[config.mk]
export PLATFORM = sky130hd
export DESIGN_NAME = lc2k_regfile
export DESIGN_NICKNAME = d
export VERILOG_FILES = /design/src/rtl/lc2k_pkg.sv /design/src/rtl/lc2k_regfile.sv
export SDC_FILE = /design/constraint.sdc
export NUM_CORES = 1
export LEC_CHECK = 0
export ABC_AREA = 1
export BUFFER_PORTS_ARGS = -buffer_cell sky130_fd_sc_hd__buf_2
export CAP_MARGIN = 5
export CELL_PAD_IN_SITES_DETAIL_PLACEMENT = 1
export CELL_PAD_IN_SITES_GLOBAL_PLACEMENT = 2
export CORE_MARGIN = 4
export CORE_UTILIZATION = 42
export DETAILED_ROUTE_END_ITERATION = 16
export GPL_ROUTABILITY_DRIVEN = 0
export PLACE_DENSITY_LB_ADDON = 0.1
export SLEW_MARGIN = 20
export SYNTH_ARGS = -nofsm -noshare
export SYNTH_HDL_FRONTEND = slang
export SYNTH_SLANG_ARGS = --single-unit
[constraint.sdc]
create_clock -name clk -period 2.7 [get_ports clk]
set_input_delay 0.54 -clock clk [delete_from_list [all_inputs] [get_ports clk]]
set_output_delay 0.54 -clock clk [all_outputs]
set_load 0.01 [all_outputs]
[src/rtl/lc2k_pkg.sv]
// Shared types, codes and sizes for the LC-2K instruction executor.
package lc2k_pkg;

	localparam int MEM_WORDS_DEF = 65536;
	localparam int NUM_REGS      = 8;
	localparam int REG_IDX_W     = 3;
	localparam int WORD_W        = 32;
	localparam int ADDR_PORT_W   = 16;
	localparam int WRAP_W        = 34;

	typedef enum logic [1:0] {
		REQ_LOAD  = 2'd0,
		REQ_STEP  = 2'd1,
		REQ_RDMEM = 2'd2,
		REQ_RDREG = 2'd3
	} req_t;

	typedef enum logic [2:0] {
		OP_ADD  = 3'd0,
		OP_NOR  = 3'd1,
		OP_LW   = 3'd2,
		OP_SW   = 3'd3,
		OP_BEQ  = 3'd4,
		OP_JALR = 3'd5,
		OP_HALT = 3'd6,
		OP_NOOP = 3'd7
	} opcode_t;

	localparam logic [1:0] ST_RUN     = 2'd0;
	localparam logic [1:0] ST_HALT    = 2'd1;
	localparam logic [1:0] ST_ILLEGAL = 2'd2;

	typedef struct packed {
		logic                 re;
		logic [REG_IDX_W-1:0] ra;
		logic [REG_IDX_W-1:0] rb;
		logic                 we;
		logic [REG_IDX_W-1:0] wa;
		logic [WORD_W-1:0]    wd;
	} rf_req_t;

	typedef struct packed {
		logic we;
		logic re;
	} mem_ctl_t;

endpackage

[src/rtl/lc2k_regfile.sv]
// Eight-entry register file, two registered read ports, reset to zero by valid bits.
module lc2k_regfile import lc2k_pkg::*; (
	input  logic              clk,
	input  logic              arst_n,
	input  rf_req_t           req,
	output logic [WORD_W-1:0] a_data,
	output logic [WORD_W-1:0] b_data
);

	logic [WORD_W-1:0]   regs [NUM_REGS];
	logic [NUM_REGS-1:0] valid_q;
	logic [WORD_W-1:0]   a_q;
	logic [WORD_W-1:0]   b_q;
	logic                av_q;
	logic                bv_q;

	always_ff @(posedge clk) begin
		if (req.we) begin
			regs[req.wa] <= req.wd;
		end
		if (req.re) begin
			a_q <= regs[req.ra];
			b_q <= regs[req.rb];
		end
	end

	// An entry never written since reset reads as zero.
	always_ff @(posedge clk or negedge arst_n) begin
		if (!arst_n) begin
			valid_q <= '0;
			av_q    <= 1'b0;
			bv_q    <= 1'b0;
		end else begin
			if (req.we) begin
				valid_q[req.wa] <= 1'b1;
			end
			if (req.re) begin
				av_q <= valid_q[req.ra];
				bv_q <= valid_q[req.rb];
			end
		end
	end

	assign a_data = av_q ? a_q : '0;
	assign b_data = bv_q ? b_q : '0;

endmodule

# Word level (Yosys, flattened, before mapping)
# Memory sizes are Yosys's and may differ from the RTL's. A register that Yosys moved wholly into a read port is not among the register bits.
# Cells that the tools add are included.
[op_classes]
n_addsub = 0
n_mul = 0
n_div = 0
order_cmp = 4
eq_ne = 0
shift = 0
mux = 10
bitwise = 1
reduce_logical = 1
[op_table]
columns = ["op", "n"]
rows = [
  ["two-way mux 32 bit", 2],
  ["< comparator 3 x 4 -> 1 bit, second input constant", 3],
  ["bitwise OR 8 bit", 1],
  ["binary-select mux 1 bit (select 3 bit)", 2],
  ["two-way mux 1 bit", 5],
  ["demux 1 bit (select 3 bit)", 1],
  ["greater-or-equal comparator 3 x 1 -> 1 bit, second input constant", 1],
  ["logical AND 1 bit", 1],
]
[totals]
reg_bits = 10
latch_bits = 0
ramBits = 256
mem_bits_ro = 0
input_bits = 45
out_inout_bits = 64
memories = 1
[memory_table]
columns = ["memory", "depth", "width", "rd", "rd_clocked_by_memory_dff", "write_ports", "line_no", "source"]
rows = [
  ["regs", 8, 32, 2, 2, 1, "lc2k_regfile.sv:10", "logic [WORD_W-1:0] regs [NUM_REGS];"],
]

# Depth between registers and ports, before layout
[logic_depth]
ltp_word = 5
ltp_mapped = 9
depth_no_buf = 6

# Least setup slack after synthesis
# No wires, ideal clock.
[synth_path]
path_kind = "input to register"
start = "input port req[32] (netlist bit)"
end = "memory regs[0][0] (enable)"
setup_time_ns = 0.421
arrival_ns = 2.085
required_ns = 2.279
slack_ns = 0.194
path_stages = 3
n_path_buf = 0
cell_sequence = "inv_1 > nand2_1 > nor2_1"
[synth_rtl]
columns = ["element", "line_no", "source"]
rows = [
  ["start: declaration", "lc2k_regfile.sv:5", "input rf_req_t req,"],
  ["end: declaration", "lc2k_regfile.sv:10", ""],
]
# Straight into the memory's write port.

# Worst setup path after layout
[layout_path]
start = "register bv_q"
end = "output port b_data[13]"
[layout_via]
elab_chain_cells = 1
[layout_lines]
columns = ["element", "line_no", "source"]
rows = [
  ["start: declaration", "lc2k_regfile.sv:15", "logic bv_q;"],
  ["start signal: assignment", "lc2k_regfile.sv:39", "bv_q <= valid_q[req.rb];"],
  ["two-way mux 32 bit", "lc2k_regfile.sv:45", "assign b_data = bv_q ? b_q : '0;"],
  ["end: declaration", "lc2k_regfile.sv:7", "output logic [WORD_W-1:0] b_data"],
]
# Every way passes these cells.

==> impl_metrics.csv <==
group,metric,value,unit
outcome,outcome,"finished, final reports clean",
layout,syn_to_final_growth,15.39,%
flow_run,drv_cap,0,
setup_path,required,2.16,ns
detailed_routing,wl_met1,20.06,mm
synth,ys_types,18,
detailed_routing,first_pass_iters,5,
cts,cts-hold-fix-buffers,1,
cts,clk_latency,0.52,ns
synth,synth_nets,1581,
setup_path,worst-r2r-cell-count,4,
setup_path,worstSetupEndpointType,"output port",
synth,synth_most_common_cell,"edfxtp_1",
synth,synth-edff-count,320,
sta,hold-worst-slack,0.2965,ns
cts,cts_buffers,38,
synth,netlist.area_leader.share,62.99,%
global_routing,grt_max_degree,100,
min_path,min_path_cells,1,
cts,cts_max_path_buffers,3,
layout,drive_above_1_share,13.57,%
setup_path,worstReg2RegEnd,"b_q[25]$_DFFE_PP_",
detailed_routing,wl,45.03,mm
layout,n_fill_cell,4002,
sta,fmax,505.2,MHz
sta,fin_crit_sh,73.31,%
power,seq_power_share,49.0,%
synth,netlist_area,15250,sq um
die,core-area,35740,sq um
cts,cts_sinks,330,
min_path,hold_end,"regs[1][7]$_DFFE_PP_",
detailed_routing,vias_per_cell,5.522,
sta,worst_pin_slew,0.6394,ns
sta,finalHoldViolCount,0,
setup_path,ff2ff_setup_slack,1.52,ns
layout,antenna_cells,0,
global_routing,grt_pass1_wl,69.01,mm
layout,fin_util,49.25,%
die,fp.dieW,198.6,um
min_path,min_path_type,"in2reg",
synth,synth_common_cells,"320 x edfxtp_1, 282 x nand2_1, 271 x o21ai_0",
cts,cts_tree,"built",
setup_path,crit_type,"reg2out",
min_path,holdCritStartpoint,"req[7]",
synth,async_flop_share,3.030,%
detailed_routing,top_layer,"met4",
cts,cts_root_buf,"clkbuf_16",
synth,yosys_warnings,0,
synth,syn_avg_cell_area,9.931,sq um
cts,ctsResizeCount,0,
sta,finalSetupViolCount,0,
detailed_routing,dr_wl_met2,22.22,mm
detailed_routing,post-route-drc-count,0,
detailed_routing,postRouteAntennaNets,0,
die,placementRows,69,
synth,yosys.area.top_type,"edfxtp_1",
place,port_buffers,108,
die,initial_core_util,42.68,%
die,io_pins,109,
detailed_routing,num_vias,11579,
power,p_int,0.009233,W
synth,yosys-top-cells-area,"edfxtp_1 63%, o21ai_0 8.9%, nand2_1 6.9%",
cts,h-tree-depth,2,
power,ir_drop,0.4950,mV
layout,stdcell_area,17600,sq um
global_routing,grt_pass1_vias,12169,
die,die_area,39430,sq um
cts,path_clk_slew,0.06,ns
power,switching_share,23.85,%
sta,fin_skew,0.008176,ns
layout,nets,1658,
place,dpl.hpwl,25.09,mm
sta,tns,0,ns
global_routing,grt.total_usage,22.52,%
power,p_sw,0.002892,W
setup_path,arrival,1.44,ns
detailed_routing,wl_met3,1.883,mm
setup_path,cp_max_fo,15,
detailed_routing,first_iter_violations,725,
sta,fin_crit,1.979,ns
sta,rsz0062_at_grt,"false",
power,power_frac_comb,9.9,%
setup_path,rr_startpoint,"regs[4][25]$_DFFE_PP_",
place,dpl_worst_slack,0.6152,ns
global_routing,grt_overflow,0,
power,clkPwrFrac,41.1,%
sta,maxSlewHeadroom,57.37,%
synth,ys_seq_area_share,64.63,%
power,power_density,688.9,nW/um^2
place,placed_area,16400,sq um
sta,fin_ws,0.7207,ns
synth,ys_ff_latch,330,
detailed_routing,routedWlPerCell,21.47,um
global_routing,antenna_found_initial,0,
setup_path,crit_path_start_kind,"register",
synth,synth_ff_type,"edfxtp_1",
synth,synthCells,1536,
power,p_leak,7.020,nW
die,die_h,198.6,um
cts,postCtsSetupBuffers,0,
sta,slew_viol_final,0,
-- critical path: stages (launching register included) --
cell and delay (ns):
dfrtp_1 0.35, buf_4 0.26, nand2_1 0.10, inv_1 0.07, buf_2 0.12
-- routing by layer --
| metal | global-route usage (%) | vias to the layer above |
|---|---|---|
| met2 | 39.46 | 266 |
| met3 | 2.659 | 69 |
| met1 | 30.34 | 5836 |
| met4 | 5.041 | 0 |
| met5 | 0 | - |
| li1 | - | 5408 |
-- cell type report --
| type | instances | area (sq um) | area share (%) |
|---|---|---|---|
| Multi-Input combinational cell | 952 | 4377 | 24.86 |
| Tap cell | 461 | 576.8 | 3.277 |
| Sequential cell | 330 | 9859 | 56.01 |
| Inverter | 146 | 548.0 | 3.113 |
| Clock inverter | 11 | 96.34 | 0.5473 |
| Clock buffer | 52 | 1097 | 6.234 |
| Timing Repair Buffer | 145 | 1047 | 5.950 |
-- worst max-delay path by stage --
stage | from | to | slack (ns)
after floorplan | req[32] | regs[0][0]$_DFFE_PP_ | 0.19
after global placement | req[32] | regs[6][14]$_DFFE_PP_ | 0.64
after detailed placement | req[32] | regs[6][15]$_DFFE_PP_ | 0.62
after CTS | bv_q$_DFFE_PN0P_ | b_data[26] | 0.69
after global routing | bv_q$_DFFE_PN0P_ | b_data[26] | 0.60
final | bv_q$_DFFE_PN0P_ | b_data[13] | 0.72
-- cell usage in the layout, fill, tap and decap left out --
| cell | n |
|---|---|
| edfxtp_1 | 320 |
| nand2_1 | 282 |
| o21ai_0 | 271 |
| inv_1 | 144 |
| nor2_1 | 128 |
| o21ai_1 | 121 |
| a21oi_1 | 108 |
| buf_2 | 104 |
| clkbuf_16 | 41 |
| buf_4 | 22 |
| a21oi_2 | 20 |
| buf_12 | 17 |
| nand3_1 | 14 |
| dfrtp_1 | 10 |
| nor2_4 | 8 |
| clkbuf_1 | 8 |
| clkinv_1 | 7 |
| clkbuf_8 | 3 |
| inv_2 | 2 |
| bufinv_16 | 2 |
| clkinv_2 | 2 |
| dlygate4sd3_1 | 1 |
| buf_6 | 1 |
-- logic make-up after synthesis --
| family | Yosys count | share of synthesized area [%] |
|---|---|---|
| buffers and inverters | 254 | 7.070 |
| AND/OR/NAND/NOR | 432 | 10.74 |
| AO/OA/AOI/OAI | 520 | 17.55 |
| flip-flops | 330 | 64.63 |
-- sequential cells by signal, summed over array words and instances, names as in the netlist --
| register | count |
|---|---|
| regs | 256 |
| valid_q | 8 |
| a_q | 32 |
| b_q | 32 |
| av_q | 1 |
| bv_q | 1 |
-- power by group through the flow --
stage	combinational (W)	clock (W)	sequential, W
6_report	0.00120	0.00498	0.00594
4_1_cts	0.00122	0.00510	0.00594
5_1_grt	0.00135	0.00531	0.00596
3_3_place_gp	0.00119	0	0.00604
2_1_floorplan	0.000696	0	0.00602
3_5_place_dp	0.00122	0	0.00605
-- per-stage QoR --
step | power [W] | std cells
5_1_grt | 0.01261 | 2097
6_report | 0.01213 | 2097
3_5_place_dp | 0.007262 | 2033
2_1_floorplan | 0.006716 | 1536
4_1_cts | 0.01226 | 2097
3_3_place_gp | 0.007227 | 2033
Power figures use the tool's default switching activity.
