`config.mk`:
```
export PLATFORM = sky130hd
export DESIGN_NAME = lc2k_wrap
export DESIGN_NICKNAME = d
export VERILOG_FILES = /design/src/rtl/lc2k_pkg.sv /design/src/rtl/lc2k_wrap.sv
export SDC_FILE = /design/constraint.sdc
export NUM_CORES = 1
export LEC_CHECK = 0
export BUFFER_PORTS_ARGS = -buffer_cell sky130_fd_sc_hd__buf_4
export CORE_AREA = 4 4 53 55
export CTS_BUF_LIST = sky130_fd_sc_hd__clkbuf_16
export DETAILED_ROUTE_END_ITERATION = 6
export DIE_AREA = 0 0 57 59
export MAX_ROUTING_LAYER = met4
export PLACE_DENSITY = 0.71
export SLEW_MARGIN = 20
export SYNTH_ARGS = -nofsm -noshare
export SYNTH_HDL_FRONTEND = slang
export SYNTH_SLANG_ARGS = --single-unit
```
`constraint.sdc`:
```
create_clock -name clk -period 0.8 [get_ports clk]
set_clock_uncertainty 0.15 [all_clocks]
set_input_delay 0.16 -clock clk [delete_from_list [all_inputs] [get_ports clk]]
set_output_delay 0.16 -clock clk [all_outputs]
set_load 0.02 [all_outputs]
```
`src/rtl/lc2k_pkg.sv`:
```
// Shared types, codes and sizes for the LC-2K instruction executor.
package lc2k_pkg;

	localparam int MEM_WORDS_DEF = 65536;
	localparam int NUM_REGS      = 8;
	localparam int REG_IDX_W     = 3;
	localparam int WORD_W        = 32;
	localparam int ADDR_PORT_W   = 16;
	localparam int WRAP_W        = 34;

	typedef enum logic [1:0] {
		REQ_LOAD  = 2'd0,
		REQ_STEP  = 2'd1,
		REQ_RDMEM = 2'd2,
		REQ_RDREG = 2'd3
	} req_t;

	typedef enum logic [2:0] {
		OP_ADD  = 3'd0,
		OP_NOR  = 3'd1,
		OP_LW   = 3'd2,
		OP_SW   = 3'd3,
		OP_BEQ  = 3'd4,
		OP_JALR = 3'd5,
		OP_HALT = 3'd6,
		OP_NOOP = 3'd7
	} opcode_t;

	localparam logic [1:0] ST_RUN     = 2'd0;
	localparam logic [1:0] ST_HALT    = 2'd1;
	localparam logic [1:0] ST_ILLEGAL = 2'd2;

	typedef struct packed {
		logic                 re;
		logic [REG_IDX_W-1:0] ra;
		logic [REG_IDX_W-1:0] rb;
		logic                 we;
		logic [REG_IDX_W-1:0] wa;
		logic [WORD_W-1:0]    wd;
	} rf_req_t;

	typedef struct packed {
		logic we;
		logic re;
	} mem_ctl_t;

endpackage

```
`src/rtl/lc2k_wrap.sv`:
```
// Address wrap unit: nonnegative remainder of a signed value by the memory size.
module lc2k_wrap import lc2k_pkg::*; #(
	parameter int WORDS = MEM_WORDS_DEF,
	localparam int AW = $clog2(WORDS)
) (
	input  logic              clk,
	input  logic              arst_n,
	input  logic              start,
	input  logic [WRAP_W-1:0] value,
	output logic              done,
	output logic [AW-1:0]     result
);

	localparam bit POW2 = (WORDS == (1 << AW));

	if (POW2) begin : g_mask
		logic          done_q;
		logic [AW-1:0] res_q;

		// With a power-of-two size the remainder is just the low bits.
		always_ff @(posedge clk or negedge arst_n) begin
			if (!arst_n) begin
				done_q <= 1'b0;
				res_q  <= '0;
			end else begin
				done_q <= start;
				if (start) begin
					res_q <= value[AW-1:0];
				end
			end
		end

		assign done   = done_q;
		assign result = res_q;
	end else begin : g_recip
		localparam int SH = AW - 1;
		localparam int QW = WRAP_W - SH;
		localparam logic [QW-1:0]     MU_L   = QW'((64'd1 << WRAP_W) / WORDS);
		localparam logic [AW-1:0]     MOD_A  = AW'(WORDS);
		localparam logic [AW+2:0]     MOD_L  = (AW + 3)'(WORDS);
		localparam logic [AW+2:0]     MOD2_L = (AW + 3)'(2 * WORDS);
		localparam logic [WRAP_W:0]   BIAS_L = (WRAP_W + 1)'((64'd1 << (WRAP_W - 1)) % WORDS);

		logic [WRAP_W-1:0] ubias;
		logic [WRAP_W-1:0] u_s1;
		logic [2*QW-1:0]   prod_s1;
		logic              v_s1;
		logic [WRAP_W-1:0] u_s2;
		logic [WRAP_W:0]   qm_s2;
		logic              v_s2;
		logic [AW+2:0]     t_s3;
		logic              v_s3;
		logic              done_q;
		logic [AW-1:0]     res_q;
		logic [QW-1:0]     q_est;
		logic [WRAP_W:0]   diff;
		logic [AW+2:0]     r_fin;

		// The value is biased by 2^33 so that it is unsigned. A reciprocal
		// multiply estimates the quotient to within two, the bias remainder is
		// taken off with the product, and one compare and add or subtract
		// brings the remainder into range.
		assign ubias = {~value[WRAP_W-1], value[WRAP_W-2:0]};
		assign q_est = prod_s1[2*QW-1:QW];
		assign diff  = {1'b0, u_s2} - qm_s2 - BIAS_L;
		assign r_fin = t_s3[AW+2] ? (t_s3 + MOD_L)
		             : (t_s3 >= MOD2_L) ? (t_s3 - MOD2_L)
		             : (t_s3 >= MOD_L) ? (t_s3 - MOD_L) : t_s3;

		always_ff @(posedge clk or negedge arst_n) begin
			if (!arst_n) begin
				u_s1    <= '0;
				prod_s1 <= '0;
				v_s1    <= 1'b0;
				u_s2    <= '0;
				qm_s2   <= '0;
				v_s2    <= 1'b0;
				t_s3    <= '0;
				v_s3    <= 1'b0;
				done_q  <= 1'b0;
				res_q   <= '0;
			end else begin
				v_s1   <= start;
				v_s2   <= v_s1;
				v_s3   <= v_s2;
				done_q <= v_s3;
				if (start) begin
					u_s1    <= ubias;
					prod_s1 <= {{QW{1'b0}}, ubias[WRAP_W-1:SH]} * {{QW{1'b0}}, MU_L};
				end
				if (v_s1) begin
					u_s2  <= u_s1;
					qm_s2 <= {{(AW + 1){1'b0}}, q_est} * {{(QW + 1){1'b0}}, MOD_A};
				end
				if (v_s2) begin
					t_s3 <= diff[AW+2:0];
				end
				if (v_s3) begin
					res_q <= r_fin[AW-1:0];
				end
			end
		end

		assign done   = done_q;
		assign result = res_q;
	end

endmodule

```
# [Word level (Yosys, flattened, before mapping)]
# Index checks and enable logic that the tools add are counted.
[totals] regBits=17 latchBits=0 mem_bits_rw=0 mem_bits_ro=0 input_bits=37 out_inout_bits=17 wordCells=2 n_memories=0
[op_classes] n_addsub=0 mul=0 n_div=0 n_lt_le_gt_ge=0 eq_ne=0 shifts=0 muxes=0 n_bitwise=0 n_reduce_logical=0

# [Logic depth before layout (Yosys ltp)]
# Gate-level depths: netlist (run 1).
[depth] word_depth=0 ltp_mapped=3 mapped_depth_nobuf=1

# [Worst setup path after synthesis (run 1)]
# No wires, ideal clock.
[synth_timing] path_kind="register to register" startpoint="register, netlist name result[10]" endpoint="register g_mask.res_q[10] (netlist: result[10])" setup_ps=125 arrival_time_ps=710 required_ps=525 setup_slack_ps=-185 stages_incl_launch_ff=2 path_buffers=0 period_less_slack_ps=985 path_cell_list="dfrtp_1 > mux2_4"
[synth_lines] item="to (signal assigned)" line_no="lc2k_wrap.sv:28" source="res_q <= value[AW-1:0];"
[synth_lines] item="to (decl)" line_no="lc2k_wrap.sv:18" source="logic [AW-1:0] res_q;"

# [Final worst setup path (run 1)]
[layout_timing] startpoint="register g_mask.res_q[12] (netlist: result[12])" endpoint="output result[12]"
[layout_lines] item="to (decl)" line_no="lc2k_wrap.sv:11" source="output logic [AW-1:0] result"
# No word-level cell between the ends.

==> results of run 1 <==
## cell type report
type / count / area, um2 / share of cell area
Timing Repair Buffer: 41 / 389.1 / 0.3316
Tap cell: 30 / 37.54 / 0.03198
Multi-Input combinational cell: 16 / 221.5 / 0.1887
Sequential cell: 17 / 445.4 / 0.3795
Clock inverter: 1 / 5.005 / 0.004264
Clock buffer: 3 / 75.07 / 0.06397
## cells by family after synthesis
group	Yosys count	synth area share
DFF	17	0.6308
muxes	16	0.3228
buffers and inverters	2	0.04638
## routing by layer
| layer | share of wire | vias to the layer above |
|---|---|---|
| met2 | 0.52 | 20 |
| met4 | 0.0026 | 0 |
| met1 | 0.40 | 209 |
| met3 | 0.073 | 2 |
| li1 | - | 206 |
| met5 | 0 | - |
## path summary, 6_finish.rpt
kind,endpoint,cells past startpoint
setup / recovery,result[12],1
hold / removal,result[2],2
setup reg to reg,result[14],2
hold reg to reg,result[1],1
max in group asynchronous,result[8],2
min in group asynchronous,result[6],2
## flip-flops by register name, indices dropped and copies added, names as in the netlist
register	flops
result	16
done	1
## synth_stat cells, drive strengths merged
master	count	area share
buf	2	0.046
dfrtp	17	0.63
mux2	16	0.32
## power groups by stage
stage / clock network, mW / logic, mW / registers [mW]
6_report: 0.973 / 0.580 / 1.03
5_1_grt: 1.03 / 0.612 / 1.04
2_1_floorplan: 0 / 0.147 / 1.12
3_5_place_dp: 0 / 0.473 / 1.02
3_3_place_gp: 0 / 0.465 / 1.02
4_1_cts: 1.00 / 0.572 / 1.02
## stage by stage
stage / hold WS [ps] / util / cells / instance area (um2)
after floorplan: -285.6 / - / 35 / 698.2
after detailed placement: -117.2 / 0.4036 / 98 / 963.4
after global routing: -5.944 / 0.4916 / 108 / 1174
final: -3.861 / 0.4916 / 108 / 1174
after CTS: -8.917 / 0.4853 / 107 / 1159
after global placement: -118.1 / 0.4036 / 98 / 963.4
## repair_timing
item	CTS	global route
resized for setup	20	2
setup buffers	4	1
endpoints found under the setup margin	33	33
endpoints found under the hold margin	30	7
==> key figures, run 1 <==
Run status
  – Status: complete, but fails checks
  – Failing checks: hold timing, setup timing

Worst setup path
  – Critical path startpoint: result[12]
  – Buffer and inverter count on the worst path: 1
  – WP data required: slightly below 500 ps
  – Worst Path Max Fanout: 2
  – Crit-path leading delay family: flip-flops
  – Critical Path, Cell by Cell: buf_6
  – CP Data Arrival Time: about 800 ps
  – Critical path start-end classification: flop to output port
  – Slowest-stage cell, CP: dfrtp_2
  – Slowest stage delay, CP: 410 ps
  – Worst reg2reg startpoint: result[14]
  – Critical Path Source Type: flop
  – Worst reg-to-reg setup slack: -260 ps
  – Critical path endpoint category: output port

Die
  – Row cnt: 18
  – Core area: 0.002387 mm2
  – I/O Pins: 54
  – Die ar.: between 0.003 and 0.004 mm2
  – Die H: between 50 and 60 um
  – Initial Util: 0.2825
  – Die Wd: approximately 57 um

STA
  – Setup TNS: -7636 ps
  – Final-report max-slew violation count: 0
  – Max-slew headroom: 0.8158
  – Final hold violation count: 7
  – Final period util: 1.378
  – Max Freq: between 900 and 1000 MHz
  – Measured slew at the worst slew-check pin: around 280 ps
  – Unrepaired setup endpoints after global routing: true
  – Hold slack: -3.861 ps
  – Setup WS post-layout: -302.4 ps
  – Count of final setup violators: 33
  – Minimum clock period: approximately 1100 ps

Placement
  – # port buffers: 35
  – Pre-CTS worst setup slack: -279.3 ps
  – Routability Congestion: 0.7316

GRT
  – Initial antenna violation count: 0
  – Global Route Usage Sum: 0.1000
  – GR peak layer: met2
  – Global Route met1 Usage: 0.1088
  – Largest net degree at the start of global routing: 18
  – Grt met2 use: 0.1615
  – Vias in the first global route: approximately 490
  – GRT overflow: 0
  – Met3 Use GR: 0.03704
  – First-pass GRT wire length: around 2400 um

Final layout
  – Final Net Count: ~120
  – Commonest non-fill, non-tap cell in the layout: buf_6
  – Share of cells above drive strength 1: 0.9744
  – Commonest cells after routing, fill and taps aside: buf_6 (21), buf_4 (19), dfrtp_2 (16), mux2_4 (11), mux2_2 (5)
  – Fill cell count: between 200 and 250
  – # diodes: 0
  – Area growth from synthesis to layout: 74.03%

Hold path
  – Hold_sp: value[2]
  – Hold WC Path Type: primary input to flop

Pwr
  – Net Switching: around 0.59 mW
  – Sw frac: 0.2296
  – Clock share of power: 0.377
  – Flop pwr share: 0.398
  – Power share of the combinational group: 0.225
  – Power Total: roughly 2.6 mW
  – Internal Power: roughly 2 mW
  – Leak: roughly 0.56 nW
  – VDD IR-drop max: 1.110 mV
  – Pwr dens: approximately 2200 mW/mm2

Yosys
  – Synth Instances: 35
  – Count of cell types in the netlist: 5
  – Seq cells post-synth: 17
  – Syn nets: roughly 70
  – Syn avg cell area: around 19 um2
  – Register area share after synthesis: 0.6308
  – Synthesized area: between 600 and 700 um2
  – Yosys Warn Count: 0

Detailed routing
  – Pre-antenna DRT Iters: 3
  – Wire per inst: roughly 14 um
  – Vias post-DR: approximately 440
  – Vias per inst: a little over 4
  – Drt drc: 0
  – ANT nets after route: 0
  – Drt initial violations: 4
  – Final WL: approximately 1500 um

Clock network
  – # hold bufs at CTS: 1
  – CTS buffer count: 3
  – CTS tree: done
  – Clock tree buffer depth: 2
  – Sink Count: 17
  – H-tree levels: 1
  – Clk_lat worst skew: around 240 ps
  – Clock Tree Root: clkbuf_16
  – Clk slew on worst S/H paths: about 50 ps

Flow run
  – Max_cap viols: 0
(Power assumes the default switching activity.)
==> run 2: changes to the inputs <==
==> config.mk (replaced) <==
export PLATFORM = sky130hd
export DESIGN_NAME = lc2k_wrap
export DESIGN_NICKNAME = d
export VERILOG_FILES = /design/src/rtl/lc2k_pkg.sv /design/src/rtl/lc2k_wrap.sv
export SDC_FILE = /design/constraint.sdc
export NUM_CORES = 1
export LEC_CHECK = 0
export CORE_AREA = 4 4 47 49
export CTS_BUF_LIST = sky130_fd_sc_hd__clkbuf_16
export DETAILED_ROUTE_END_ITERATION = 6
export DIE_AREA = 0 0 51 53
export DONT_BUFFER_PORTS = 1
export MAX_ROUTING_LAYER = met4
export PLACE_DENSITY = 0.6
export SLEW_MARGIN = 20
export SYNTH_ARGS = -nofsm -noshare
export SYNTH_HDL_FRONTEND = slang
export SYNTH_SLANG_ARGS = --single-unit
==> key figures, run 2 (synthesis gave the netlist of run 1 again) <==
Run status
  – Status: complete, but fails checks (unchanged)
  – Failing checks: hold timing, setup timing (unchanged)

Detailed routing
  – Vias per inst: 4.416 (was 4.046)
  – Vias post-DR: 393 (was 437)
  – Pre-antenna DRT Iters: 1 (was 3)
  – Drt initial violations: 0 (was 4)
  – Drt drc: 0 (unchanged)
  – ANT nets after route: 0 (unchanged)
  – Wire per inst: 16.25 um (was 14.02 um)
  – Final WL: 1446 um (was 1514 um)

Worst setup path
  – CP Data Arrival Time: 790 ps (about the same)
  – Slowest-stage cell, CP: dfrtp_2 (unchanged)
  – R2r worst-path depth: 2 (unchanged)
  – Critical Path, Cell by Cell: buf_6 (unchanged)
  – Critical path start-end classification: flop to output port (unchanged)
  – Critical path startpoint: result[3] (was result[12])
  – Worst reg2reg startpoint: result[5] (was result[14])
  – Critical Path Source Type: flop (unchanged)
  – Critical path endpoint category: output port (unchanged)
  – Worst reg-to-reg setup slack: -260 ps (about the same)
  – Slowest stage delay, CP: 410 ps (about the same)
  – Critical path endpoint: result[3] (was result[12])
  – Crit-path leading delay family: flip-flops (unchanged)
  – Worst path depth: 1 (unchanged)
  – WP data required: 490 ps (about the same)
  – Buffer and inverter count on the worst path: 1 (unchanged)
  – Worst Path Max Fanout: 2 (unchanged)
  – Worst R2R End: result[5] (was result[14])

STA
  – Final-report max-slew violation count: 0 (unchanged)
  – Hold slack: -539.8 ps (was -3.861 ps)
  – Minimum clock period: 1101 ps (was 1102 ps)
  – Max-slew headroom: 0.9182 (was 0.8158)
  – Max Freq: 908.6 MHz (was 907.1 MHz)
  – Unrepaired setup endpoints after global routing: true (unchanged)
  – Final hold violation count: 34 (was 7)
  – Setup TNS: -8044 ps (was -7636 ps)
  – Setup WS post-layout: -300.6 ps (was -302.4 ps)
  – Count of final setup violators: 33 (unchanged)
  – Measured slew at the worst slew-check pin: 123.0 ps (was 276.3 ps)
  – Final period util: 1.376 (was 1.378)

Die
  – Row cnt: 16 (was 18)
  – Die Wd: 51 um (was 57 um)
  – Initial Util: 0.3622 (was 0.2825)
  – Die H: 53 um (was 59 um)
  – I/O Pins: 54 (unchanged)
  – Die ar.: 0.002703 mm2 (was 0.003363 mm2)
  – Core area: 0.001862 mm2 (was 0.002387 mm2)

Final layout
  – # diodes: 0 (unchanged)
  – Area growth from synthesis to layout: 58.63% (was 74.03%)
  – Multi-input logic area: 229.0 um2 (was 221.5 um2)
  – Final Net Count: 100 (was 116)
  – Share of cells above drive strength 1: 0.9839 (was 0.9744)
  – Largest register FFs: 16 (unchanged)
  – Reg area: 446.7 um2 (was 445.4 um2)
  – Fill cell count: 140 (was 210)
  – Commonest non-fill, non-tap cell in the layout: buf_6 (unchanged)
  – Commonest cells after routing, fill and taps aside: buf_6 (25), dfrtp_2 (17), mux2_4 (13), mux2_2 (3), clkbuf_16 (3) (was buf_6 (21), buf_4 (19), dfrtp_2 (16), mux2_4 (11), mux2_2 (5))

Pwr
  – VDD IR-drop max: 1.342 mV (was 1.110 mV)
  – Power Total: 2.506 mW (was 2.579 mW)
  – Leak: 0.4938 nW (was 0.5561 nW)
  – Pwr dens: 2343 mW/mm2 (was 2198 mW/mm2)

Placement
  – Routability Congestion: 0.6422 (was 0.7316)
  – # port buffers: 0 (was 35)
  – Detailed-placement wirelength estimate: roughly 1100 um

GRT
  – Largest net degree at the start of global routing: 18 (unchanged)
  – GRT overflow: 0 (unchanged)
  – First-pass GRT wire length: 2380 um (was 2387 um)
  – Initial antenna violation count: 0 (unchanged)
  – Vias in the first global route: 463 (was 492)
  – Global Route Usage Sum: 0.1289 (was 0.1000)

Clock network
  – Clock tree buffer depth: 2 (unchanged)
  – H-tree levels: 1 (unchanged)
  – Clock Tree Root: clkbuf_16 (unchanged)
  – Clk slew on worst S/H paths: 50 ps (about the same)
  – CTS buffer count: 3 (unchanged)
  – Sink Count: 17 (unchanged)
  – Clk_lat worst skew: 240 ps (about the same)
  – CTS tree: done (unchanged)

Flow run
  – Max_cap viols: 0 (unchanged)

Hold path
  – Hold WC Path Type: primary input to async pin (was primary input to flop)
[run 2: cell types whose count changed in the layout (fill, tap and decap cells not counted)]
| cell | delta |
|---|---|
| buf_4 | -19 |
| buf_6 | +4 |
| clkinv_2 | -1 |
| dfrtp_1 | -1 |
| dfrtp_2 | +1 |
| dlygate4sd3_1 | -1 |
| inv_1 | +1 |
| mux2_2 | -2 |
| mux2_4 | +2 |
[run 2: through the flow]
step | utilization | hold slack (ps) | worst slack, ps | cells | area [um2]
2_1_floorplan | - | -285.6 | -172.2 | 35 | 698.2
6_report | 0.5746 | -539.8 | -300.6 | 89 | 1070
5_1_grt | 0.5746 | -551.3 | -323.5 | 89 | 1070
4_1_cts | 0.5625 | -544.0 | -304.8 | 88 | 1047
3_5_place_dp | 0.4388 | -285.1 | -141.7 | 76 | 817.0
3_3_place_gp | 0.4388 | -285.1 | -116.1 | 76 | 817.0
[run 2: worst min-delay path by stage]
stage,from,end,slack [ps],cells after the start
after floorplan,arst_n,done,-290,0
after global placement,arst_n,result[12],-290,0
after detailed placement,arst_n,result[12],-290,0
after CTS,arst_n,result[5],-540,0
after global routing,arst_n,result[12],-550,0
final,arst_n,result[0],-540,0
[run 2: timing repair]
action / in CTS / in global routing
endpoints found under the setup margin: 33 / 33
hold endpoints to repair: 34 / 34
gates resized for setup: 25 / 4
setup buffers: 8 / 1
[run 2: cell type report]
cell class | count | share of cell area
Clock buffer | 3 | 0.07018
Clock inverter | 1 | 0.003509
Multi-Input combinational cell | 16 | 0.2140
Sequential cell | 17 | 0.4175
Tap cell | 27 | 0.03158
Timing Repair Buffer | 25 | 0.2632
[run 2: metal layers]
layer / GRT usage / routed length, um / vias up / share of wire
li1: - / - / 175 / -
met1: 0.1441 / 565 / 193 / 0.39
met2: 0.2189 / 785 / 23 / 0.54
met3: 0.03380 / 85 / 2 / 0.059
met4: 0.05381 / 9 / 0 / 0.0062
met5: - / 0 / - / 0
[run 2: power breakdown]
part           total, mW  internal (mW)  leakage, nW  switching, mW
combinational      0.521          0.341        0.270          0.179
sequential          1.04          0.962        0.182         0.0739
clock              0.949          0.661       0.0423          0.289
total               2.51           1.96        0.494          0.542
==> run 3: changes to the inputs <==
--- a/config.mk
+++ b/config.mk
@@ -5,13 +5,13 @@
 export SDC_FILE = /design/constraint.sdc
 export NUM_CORES = 1
 export LEC_CHECK = 0
-export CORE_AREA = 4 4 47 49
+export ABC_AREA = 1
+export CORE_AREA = 4 4 46 48
 export CTS_BUF_LIST = sky130_fd_sc_hd__clkbuf_16
 export DETAILED_ROUTE_END_ITERATION = 6
-export DIE_AREA = 0 0 51 53
+export DIE_AREA = 0 0 50 52
 export DONT_BUFFER_PORTS = 1
-export MAX_ROUTING_LAYER = met4
-export PLACE_DENSITY = 0.6
+export PLACE_DENSITY = 0.62
 export SLEW_MARGIN = 20
 export SYNTH_ARGS = -nofsm -noshare
 export SYNTH_HDL_FRONTEND = slang
==> constraint.sdc (replaced) <==
create_clock -name clk -period 0.8 [get_ports clk]
set_clock_uncertainty 0.15 [all_clocks]
set_input_delay 0.04 -clock clk [delete_from_list [all_inputs] [get_ports clk]]
set_output_delay 0.04 -clock clk [all_outputs]
set_load 0.02 [all_outputs]
==> key figures, run 3 <==
GRT
  – Initial antenna violation count: 0 (unchanged)
  – Global Route Usage Sum: 0.1402 (was 0.1289)
  – GRT overflow: 0 (unchanged)
  – First-pass GRT wire length: 2725 um (was 2380 um)
  – Vias in the first global route: 617 (was 463)
  – Largest net degree at the start of global routing: 18 (unchanged)

Yosys
  – Most common cell in the netlist: nand2_1 (was dfrtp_1)
  – Post-synth EDFFs: 0 (unchanged)
  – Count of cell types in the netlist: 6 (was 5)
  – Synth area leaders: dfrtp_1 (64%), nand2_1 (24%), nand2_2 (4.7%), buf_6 (3.4%), buf_12 (3.0%) (was dfrtp_1 (63%), mux2_4 (22%), mux2_2 (10%), buf_12 (3.0%), buf_6 (1.7%))
  – Yosys Warn Count: 0 (unchanged)
  – Adder-Cell Fraction of Synth Area: 0 (unchanged)
  – Register area share after synthesis: 0.6355 (was 0.6308)
  – Fraction of synthesized area in multiplexers: 0 (was 0.3228)
  – Post-Synth XOR/XNOR Area: 0 (unchanged)
  – Cell taking the most area after synthesis: dfrtp_1 (unchanged)
  – Syn avg cell area: 9.701 um2 (was 19.27 um2)
  – Seq cells post-synth: 17 (unchanged)
  – Synthesized area: 669.4 um2 (was 674.4 um2)
  – Synth Instances: 69 (was 35)
  – Post-Synth Simple-Gate Area: 0.2879 (was 0)
  – Largest family of logic cells by synthesized area: simple AND/OR/NAND/NOR gates (was multiplexers)
  – Top_reg_cell synth: dfrtp_1 (unchanged)
  – Async SR Flop Fraction: 1.000 (unchanged)
  – Syn nets: 106 (was 72)
  – Share of the synthesized area in the top cell type: 0.6355 (was 0.6308)
  – Synth top cells by count: nand2_1 (43), dfrtp_1 (17), nand2_2 (5) (was dfrtp_1 (17), mux2_4 (10), mux2_2 (6))
  – Post-synthesis compound-gate area fraction: 0 (unchanged)

Worst setup path
  – Critical path start-end classification: flop to output port (unchanged)
  – Critical path endpoint category: output port (unchanged)
  – Critical Path, Cell by Cell: buf_6 (unchanged)
  – Worst Path Max Fanout: 2 (unchanged)
  – WP data required: 610 ps (was 490 ps)
  – CP Data Arrival Time: 800 ps (was 790 ps)
  – Critical Path Source Type: flop (unchanged)
  – Slowest-stage cell, CP: dfrtp_2 (unchanged)
  – Crit-path leading delay family: flip-flops (unchanged)
  – Buffer and inverter count on the worst path: 1 (unchanged)
  – Slowest stage delay, CP: 420 ps (was 410 ps)

Pwr
  – Leak: 0.5800 nW (was 0.4938 nW)
  – Pwr dens: 2029 mW/mm2 (was 2343 mW/mm2)
  – VDD IR-drop max: 1.154 mV (was 1.342 mV)
  – Power Total: 2.450 mW (was 2.506 mW)

Die
  – Die Wd: 50 um (was 51 um)
  – Core area: 0.001708 mm2 (was 0.001862 mm2)
  – I/O Pins: 54 (unchanged)
  – Die H: 52 um (was 53 um)
  – Die ar.: 0.002600 mm2 (was 0.002703 mm2)
  – Row cnt: 15 (was 16)
  – Initial Util: 0.3919 (was 0.3622)

Final layout
  – Design area: 0.001207 mm2 (was 0.001070 mm2)
  – Largest register FFs: 16 (unchanged)
  – Share of cells above drive strength 1: 0.4865 (was 0.9839)
  – Fill cell count: 127 (was 140)
  – # diodes: 0 (unchanged)
  – Final Net Count: 149 (was 100)
  – Area growth from synthesis to layout: 80.37% (was 58.63%)
  – Commonest non-fill, non-tap cell in the layout: nand2_1 (was buf_6)
  – Commonest cells after routing, fill and taps aside: nand2_1 (39), buf_6 (23), dfrtp_2 (17), dlygate4sd3_1 (16), nand2_2 (9) (was buf_6 (25), dfrtp_2 (17), mux2_4 (13), mux2_2 (3), clkbuf_16 (3))

Detailed routing
  – Final WL: 1613 um (was 1446 um)
  – Vias per inst: 4.250 (was 4.416)
  – Pre-antenna DRT Iters: 3 (was 1)
  – ANT nets after route: 0 (unchanged)
  – Drt drc: 0 (unchanged)
  – Drt initial violations: 4 (was 0)
  – Wire per inst: 11.86 um (was 16.25 um)
  – Vias post-DR: 578 (was 393)

Clock network
  – # hold bufs at CTS: 17
  – H-tree levels: 1 (unchanged)
  – CTS buffer count: 3 (unchanged)
  – Clk_lat worst skew: 240 ps (about the same)
  – Clock Tree Root: clkbuf_16 (unchanged)
  – Clock tree buffer depth: 2 (unchanged)
  – CTS tree: done (unchanged)
  – Clk slew on worst S/H paths: 50 ps (about the same)
  – Sink Count: 17 (unchanged)

STA
  – Count of final setup violators: 25 (was 33)
  – Measured slew at the worst slew-check pin: 226.4 ps (was 123.0 ps)
  – Unrepaired setup endpoints after global routing: true (unchanged)
  – Setup WS post-layout: -190.0 ps (was -300.6 ps)
  – Minimum clock period: 990.0 ps (was 1101 ps)
  – Final period util: 1.237 (was 1.376)
  – Hold slack: -657.4 ps (was -539.8 ps)
  – Final-report max-slew violation count: 0 (unchanged)
  – Final hold violation count: 17 (was 34)
  – Max Freq: 1010 MHz (was 908.6 MHz)
  – Max-slew headroom: 0.8490 (was 0.9182)

Run status
  – Failing checks: hold timing, setup timing (unchanged)
  – Status: complete, but fails checks (unchanged)

Placement
  – # port buffers: 0 (unchanged)
  – Routability Congestion: 0.5696 (was 0.6422)
  – DP Area: 798.3 um2 (was 817.0 um2)
  – Detailed-placement wirelength estimate: 911 um (was 1052 um)

Flow run
  – Max_cap viols: 0 (unchanged)

Hold path
  – Hold WC Path Type: primary input to async pin (unchanged)
run 3: cell families (layout without fill, tap and decap cells):
family        Yosys count  after routing
simple gates           48             48
flops                  17             17
buf+inv                 4             46
run 3: path summary, 6_finish.rpt:
check,startpoint,to,slack [ps],depth (start not counted)
max,result[12],result[12],-190,1
min,arst_n,result[3],-660,0
max reg2reg,result[12],result[12],-90,3
min reg2reg,result[1],result[1],330,2
max in group asynchronous,arst_n,result[1],1080,0
min in group clk,start,done,0,1
run 3: timing repair:
item / 4_1_cts / 5_1_grt
gates resized for setup: 23 / 6
setup endpoints to repair: 17 / 33
endpoints found under the hold margin: 34 / 17
pin swaps: 0 / 1
buffers inserted: 6 / 2
run 3: layout make-up:
cell class	count	area (um2)	area share
timing repair buffer	41	439.2	0.3637
sequential	17	446.7	0.3699
multi-input combinational	48	202.7	0.1679
clock inverter	1	3.754	0.003109
clock buffer	3	75.07	0.06218
inverter	1	8.758	0.007254
tap	25	31.28	0.02591
run 3: layer usage:
layer  vias up  routed length, um  GRT usage
met5         -                  0          0
met4         0                  9    0.05530
met3         2                137    0.04871
met2        26                822     0.2457
met1       261                644     0.1543
li1        289                  -          -
run 3: through the flow:
step / hold WS (ps) / std cells / TNS (ps) / setup WS, ps / util
6_report: -657.4 / 136 / -3290 / -190.0 / 0.7070
5_1_grt: -670.3 / 136 / -3989 / -213.6 / 0.7070
4_1_cts: -662.6 / 134 / -5380 / -175.7 / 0.6886
3_5_place_dp: -405.1 / 107 / 0 / 42.29 / 0.4674
3_3_place_gp: -405.1 / 107 / 0 / 56.07 / 0.4674
2_1_floorplan: -405.6 / 69 / 0 / 1.750 / -
run 3: power by group:
part	internal, mW	leakage (nW)	switching (mW)
logic	0.288	0.350	0.207
registers	0.951	0.187	0.0608
clock network	0.660	0.0423	0.284
